--- config.mk ---
export PLATFORM = sky130hd
export DESIGN_NAME = cdf_mac
export DESIGN_NICKNAME = d
export VERILOG_FILES = /design/src/rtl/cdf_pkg.sv /design/src/rtl/cdf_mac.sv
export SDC_FILE = /design/constraint.sdc
export NUM_CORES = 2
export LEC_CHECK = 0
export ABC_CLOCK_PERIOD_IN_PS = 11000
export BUFFER_PORTS_ARGS = -buffer_cell sky130_fd_sc_hd__buf_2
export CORE_ASPECT_RATIO = 0.75
export CORE_UTILIZATION = 60
export DETAILED_ROUTE_END_ITERATION = 7
export PLACE_DENSITY = 0.8
export SLEW_MARGIN = 15
export SYNTH_ARGS = -nofsm -noshare
export SYNTH_HDL_FRONTEND = slang
export SYNTH_SLANG_ARGS = --single-unit
--- constraint.sdc ---
create_clock -name clk -period 11 [get_ports clk]
set_clock_uncertainty 0.05 [all_clocks]
set_input_delay 3.3 -clock clk [delete_from_list [all_inputs] [get_ports clk]]
set_output_delay 3.3 -clock clk [all_outputs]
set_load 0.01 [all_outputs]
--- src/rtl/cdf_pkg.sv ---
// ----------------------------------------------------------------------------
// cdf_pkg: shared definitions for the complex decimating FIR core
// Field widths, configuration register indexes, sequencer states and the
// fixed-point constants used by the multiply-accumulate unit.
// ----------------------------------------------------------------------------
`timescale 1ns / 1ps
`default_nettype none

package cdf_pkg;

  // Default depth of the delay line and coefficient memory.
  localparam int MAX_TAPS_DEF = 256;

  // Word field widths.
  localparam int SMP_W      = 16;
  localparam int COEF_W     = 18;
  localparam int DECIM_W    = 8;
  localparam int TAPS_W     = 9;
  localparam int TIDX_W     = 8;
  localparam int CFG_IDX_W  = 8;
  localparam int CFG_DATA_W = 9;

  // Q1.15 times Q1.17 gives a Q2.32 product in 34 bits.
  localparam int PROD_W    = SMP_W + COEF_W;
  localparam int RND_SHIFT = 17;
  localparam int RND_HALF  = 65536;
  localparam int SAT_MAX   = 32767;
  localparam int SAT_MIN   = -32768;

  // Item kinds.
  localparam logic KIND_SAMPLE = 1'b0;
  localparam logic KIND_TAP    = 1'b1;

  // Configuration register indexes.
  localparam logic [CFG_IDX_W-1:0] CFG_DECIM = 8'd0;
  localparam logic [CFG_IDX_W-1:0] CFG_TAPS  = 8'd1;

  typedef logic signed [SMP_W-1:0]  smp_t;
  typedef logic signed [COEF_W-1:0] coef_t;

  typedef struct packed {
    smp_t i;
    smp_t q;
  } smp_pair_t;

  // Control from the sequencer to the multiply-accumulate unit.
  typedef struct packed {
    logic clear;
    logic vld;
  } mac_ctrl_t;

  typedef enum logic [1:0] {
    ST_IDLE,
    ST_MAC,
    ST_DRAIN,
    ST_EMIT
  } cdf_state_t;

endpackage

`default_nettype wire

--- src/rtl/cdf_mac.sv ---
// ----------------------------------------------------------------------------
// cdf_mac: shared complex multiply-accumulate unit
// One registered multiply per lane, a wide accumulator, and round-and-
// saturate logic that turns the wide sum of Q2.32 products into a Q1.15 result.
// ----------------------------------------------------------------------------
`timescale 1ns / 1ps
`default_nettype none

module cdf_mac import cdf_pkg::*; #(
  parameter int MAX_TAPS = MAX_TAPS_DEF
) (
  input  wire logic      clk,
  input  wire logic      rst_n,
  input  wire mac_ctrl_t ctrl,
  input  wire smp_pair_t smp,
  input  wire coef_t     coef,
  output logic           busy,
  output smp_t           res_i,
  output smp_t           res_q,
  output logic           clip
);

  localparam int ACC_W = PROD_W + $clog2(MAX_TAPS);
  localparam int QW    = ACC_W - RND_SHIFT;

  logic                     mul_vld_r;
  logic signed [PROD_W-1:0] prod_i_r;
  logic signed [PROD_W-1:0] prod_q_r;
  logic signed [ACC_W-1:0]  acc_i_r;
  logic signed [ACC_W-1:0]  acc_q_r;
  logic signed [ACC_W-1:0]  rnd_i;
  logic signed [ACC_W-1:0]  rnd_q;
  logic signed [QW-1:0]     quo_i;
  logic signed [QW-1:0]     quo_q;
  logic                     clip_i;
  logic                     clip_q;

  // Product stage; the valid tag follows the data.
  always_ff @(posedge clk) begin
    if (!rst_n) begin
      mul_vld_r <= 1'b0;
    end else begin
      mul_vld_r <= ctrl.vld;
    end
  end

  always_ff @(posedge clk) begin
    prod_i_r <= smp.i * coef;
    prod_q_r <= smp.q * coef;
  end

  // Accumulate stage, cleared at the start of each output.
  always_ff @(posedge clk) begin
    if (ctrl.clear) begin
      acc_i_r <= '0;
      acc_q_r <= '0;
    end else if (mul_vld_r) begin
      acc_i_r <= acc_i_r + ACC_W'(prod_i_r);
      acc_q_r <= acc_q_r + ACC_W'(prod_q_r);
    end
  end

  assign busy = ctrl.vld | mul_vld_r;

  // Round half up, then drop the low RND_SHIFT fraction bits with an arithmetic shift.
  always_comb begin
    rnd_i = acc_i_r + ACC_W'(RND_HALF);
    rnd_q = acc_q_r + ACC_W'(RND_HALF);
    quo_i = rnd_i[ACC_W-1:RND_SHIFT];
    quo_q = rnd_q[ACC_W-1:RND_SHIFT];
  end

  // Saturate each lane to the Q1.15 range.
  always_comb begin
    clip_i = 1'b1;
    clip_q = 1'b1;
    if (quo_i > QW'(SAT_MAX)) begin
      res_i = smp_t'(SAT_MAX);
    end else if (quo_i < QW'(SAT_MIN)) begin
      res_i = smp_t'(SAT_MIN);
    end else begin
      res_i  = quo_i[SMP_W-1:0];
      clip_i = 1'b0;
    end
    if (quo_q > QW'(SAT_MAX)) begin
      res_q = smp_t'(SAT_MAX);
    end else if (quo_q < QW'(SAT_MIN)) begin
      res_q = smp_t'(SAT_MIN);
    end else begin
      res_q  = quo_q[SMP_W-1:0];
      clip_q = 1'b0;
    end
    clip = clip_i | clip_q;
  end

endmodule

`default_nettype wire

==> flow_summary.ini <==
[outcome]
run_status = completed

[clock_network]
worst_setup_hold_path_clk_slew_ns = 0.07
cts.path.max_buffers = 2
postCtsSetupBuffers = 0
insertion_delay_ns = 0.45
cts_root_buf = sky130_fd_sc_hd__clkbuf_16
tritoncts = built
cts.sinks = 153
clock_tree.htree_level_count = 4
cts_hold_repair.buffers = 0
cts.repair.resized = 0
inserted_clock_buffers = 17

[cells_and_area]
design_area_um2 = 32700
n_fill_cell = 4160
area_delta_synth_final_pct = 4.77
final_layout_size_suffix_gt1_frac = 0.0454
num-nets-final = 4401

[logic_synthesis]
synth-async-reset-ratio = 0
synth-seq-cells = 153
synth_nets = 4425
syn-cell-area_um2 = 31200
synth_cell_type_count = 78
library_cell_occupying_the_most_area_in_the_post_synthesis_netlist = sky130_fd_sc_hd__fa_1
synth_most_common_cell = sky130_fd_sc_hd__inv_1
yosys-top-cells-count = 680 x sky130_fd_sc_hd__inv_1, 582 x sky130_fd_sc_hd__fa_1, 363 x sky130_fd_sc_hd__nand2_1, 284 x sky130_fd_sc_hd__and2_1, 256 x sky130_fd_sc_hd__ha_1
synth.avg_cell_area_um2 = 8.83
yosysWarningCount = 0
yosysTopAreaCellShare = 0.374
synth_ff_type = sky130_fd_sc_hd__dfxtp_1
number_of_enable_type_register_cells_in_the_synthesized_netlist = 0
syn-instance-count = 3533
synth_area_leaders = sky130_fd_sc_hd__fa_1 37%, sky130_fd_sc_hd__ha_1 10%, sky130_fd_sc_hd__dfxtp_1 9.8%, sky130_fd_sc_hd__inv_1 8.2%, sky130_fd_sc_hd__and2_1 5.7%
seq_area_frac_synth = 0.0982

[routing]
total_drc_errors_in_the_routed_layout = 0
avgRoutedWirePerCell_um = 17.2
drt-total-wl_um = 72400
vias_per_cell = 5.57
detailedRoute.firstPassIterationCount = 7
num_vias = 23492
drtAntennaViolNets = 0
first_iter_violations = 1605

[sta]
totalNegativeSetupSlack_ns = 0
worst-slew-pin-transition_ns = 1.07
final_period_minus_worst_setup_slack_ns = 9.63
setup_viol = 0
max_freq_mhz = 104
final-hold-violation-count = 0
final_setup_slack_of_the_worst_path_ns = 1.37
grt_setup_unrepaired = no
final.period_utilization = 0.875
relative_slew_margins = 0.284
timing.final.max_slew_violations = 0

[grt]
most_congested_layer_reported_by_global_routing = met2
global_route.usage.met2 = 0.491
wire_length_of_the_first_global_routing_pass_um = 124000
first_global_vias = 24566
grt_antenna_before_repair = 4
total_congestion_overflow_after_global_routing = 0
grt_max_degree = 60
global_route_met1_utilization = 0.399
grt_util_met3 = 0.0552
gr_util_all_layers = 0.296

[place]
gpl.final_weighted_congestion = 0.922
io_buffers = 87
dpl_worst_slack_ns = 1.01
dp_hpwl_um = 57900
dpl-instance-area_um2 = 32000

[worst_setup_path]
crit_start = coef[7]
cp.arrival_ns = 9.92
timing.critical_path.to_type = flop
critPathLaunchType = input pin
start_of_the_worst_register_to_register_path = acc_i_r[1]
critPathRequiredTime_ns = 11.29
critPathMaxFanout = 32
critical_setup_path_kind = input pin to flop

[run]
max_cap_violations = 0

[die]
dieHeight_um = 199
start_util = 0.615
die_area_um2 = 52900
rows = 71
floorplan.die.width_um = 265
core_region_area_um2 = 50700
boundaryPins = 88

[min_path]
timing.hold.worst.start = acc_i_r[4]
min-delay-path-class = flop to flop
==> layout make-up <==
type | count | area [um^2] | area share
inverters | 680 | 2550 | 0.0781
well taps | 693 | 867 | 0.0265
multi-input cells | 2560 | 25100 | 0.767
diodes | 1 | 2.50 | 0.0000766
flip-flops and latches | 153 | 3070 | 0.0939
clock buffers | 20 | 447 | 0.0137
repair buffers | 97 | 510 | 0.0156
clock inverters | 12 | 166 | 0.00509
==> layer usage <==
metal	vias up	part of all wire	routed length (um)
met5	-	0.000097	7
met4	2	0.028	1990
met3	114	0.072	5230
met2	755	0.46	33300
met1	11660	0.44	31800
li1	10961	-	-
==> cell families after synthesis <==
kind of cell | share of synthesized area
adders and majority gates | 0.476
AOI/OAI and AO/OA | 0.100
muxes | 0.0142
xor gates and xnor gates | 0.0514
DFF | 0.0982
buffers and inverters | 0.0987
and+or+nand+nor | 0.161
==> cell usage in the layout, fill, tap and decap left out, drive strengths merged, types with 10 or more instances in the layout <==
cell type  count
nor2         178
or3           11
a21oi        120
inv          683
ha           256
fa           582
o21a          21
nor3          34
clkbuf        20
dfxtp        153
xnor2        120
xor2          63
a31oi         19
or2           10
a21o          69
buf           97
and2         284
o22ai         15
nor2b         16
nand3         36
and3          29
o211ai        13
nand2        363
nand4         15
o21bai        21
nand2b        24
o21ai        105
a211oi        29
mux2i         43
==> flip-flops by register name, summed over array words and instances (netlist names) <==
signal,cells
acc_i_r,42
acc_q_r,42
prod_i_r,34
prod_q_r,34
mul_vld_r,1
==> worst max-delay path: stages <==
cell and delay (ns):
sky130_fd_sc_hd__buf_2 0.61, sky130_fd_sc_hd__nand2_1 0.18, sky130_fd_sc_hd__fa_1 0.56, sky130_fd_sc_hd__inv_1 0.05
sky130_fd_sc_hd__fa_1 0.50, sky130_fd_sc_hd__inv_1 0.05, sky130_fd_sc_hd__fa_1 0.54, sky130_fd_sc_hd__inv_1 0.06
sky130_fd_sc_hd__fa_1 0.45, sky130_fd_sc_hd__fa_1 0.49, sky130_fd_sc_hd__inv_1 0.05, sky130_fd_sc_hd__fa_1 0.48
sky130_fd_sc_hd__inv_1 0.05, sky130_fd_sc_hd__ha_1 0.40, sky130_fd_sc_hd__nand3_1 0.12, sky130_fd_sc_hd__or3_1 0.35
sky130_fd_sc_hd__o21ai_0 0.45, sky130_fd_sc_hd__a221o_1 0.36, sky130_fd_sc_hd__o211ai_1 0.15, sky130_fd_sc_hd__a21boi_0 0.20
sky130_fd_sc_hd__o21ai_0 0.15, sky130_fd_sc_hd__a31o_2 0.24, sky130_fd_sc_hd__xnor2_1 0.11
==> per-stage QoR <==
step	std cells	hold slack, ns	utilization
after CTS	4215	0.423	0.644
after global placement	4183	0.407	0.632
after global routing	4215	0.460	0.644
after detailed placement	4183	0.414	0.632
final	4216	0.419	0.644
after floorplan	3533	0.395	-
==> path summary, 6_finish.rpt <==
kind,end,slack [ns],cells after the start
worst max register to register,acc_i_r[41],7.45,11
worst max-delay path,prod_i_r[33],1.37,23
worst min-delay path,acc_i_r[4],0.42,2
worst min register to register,acc_i_r[4],0.42,2
Power is not shown: default switching activity piles up to over one toggle a cycle in this logic, so the estimate is an artifact.
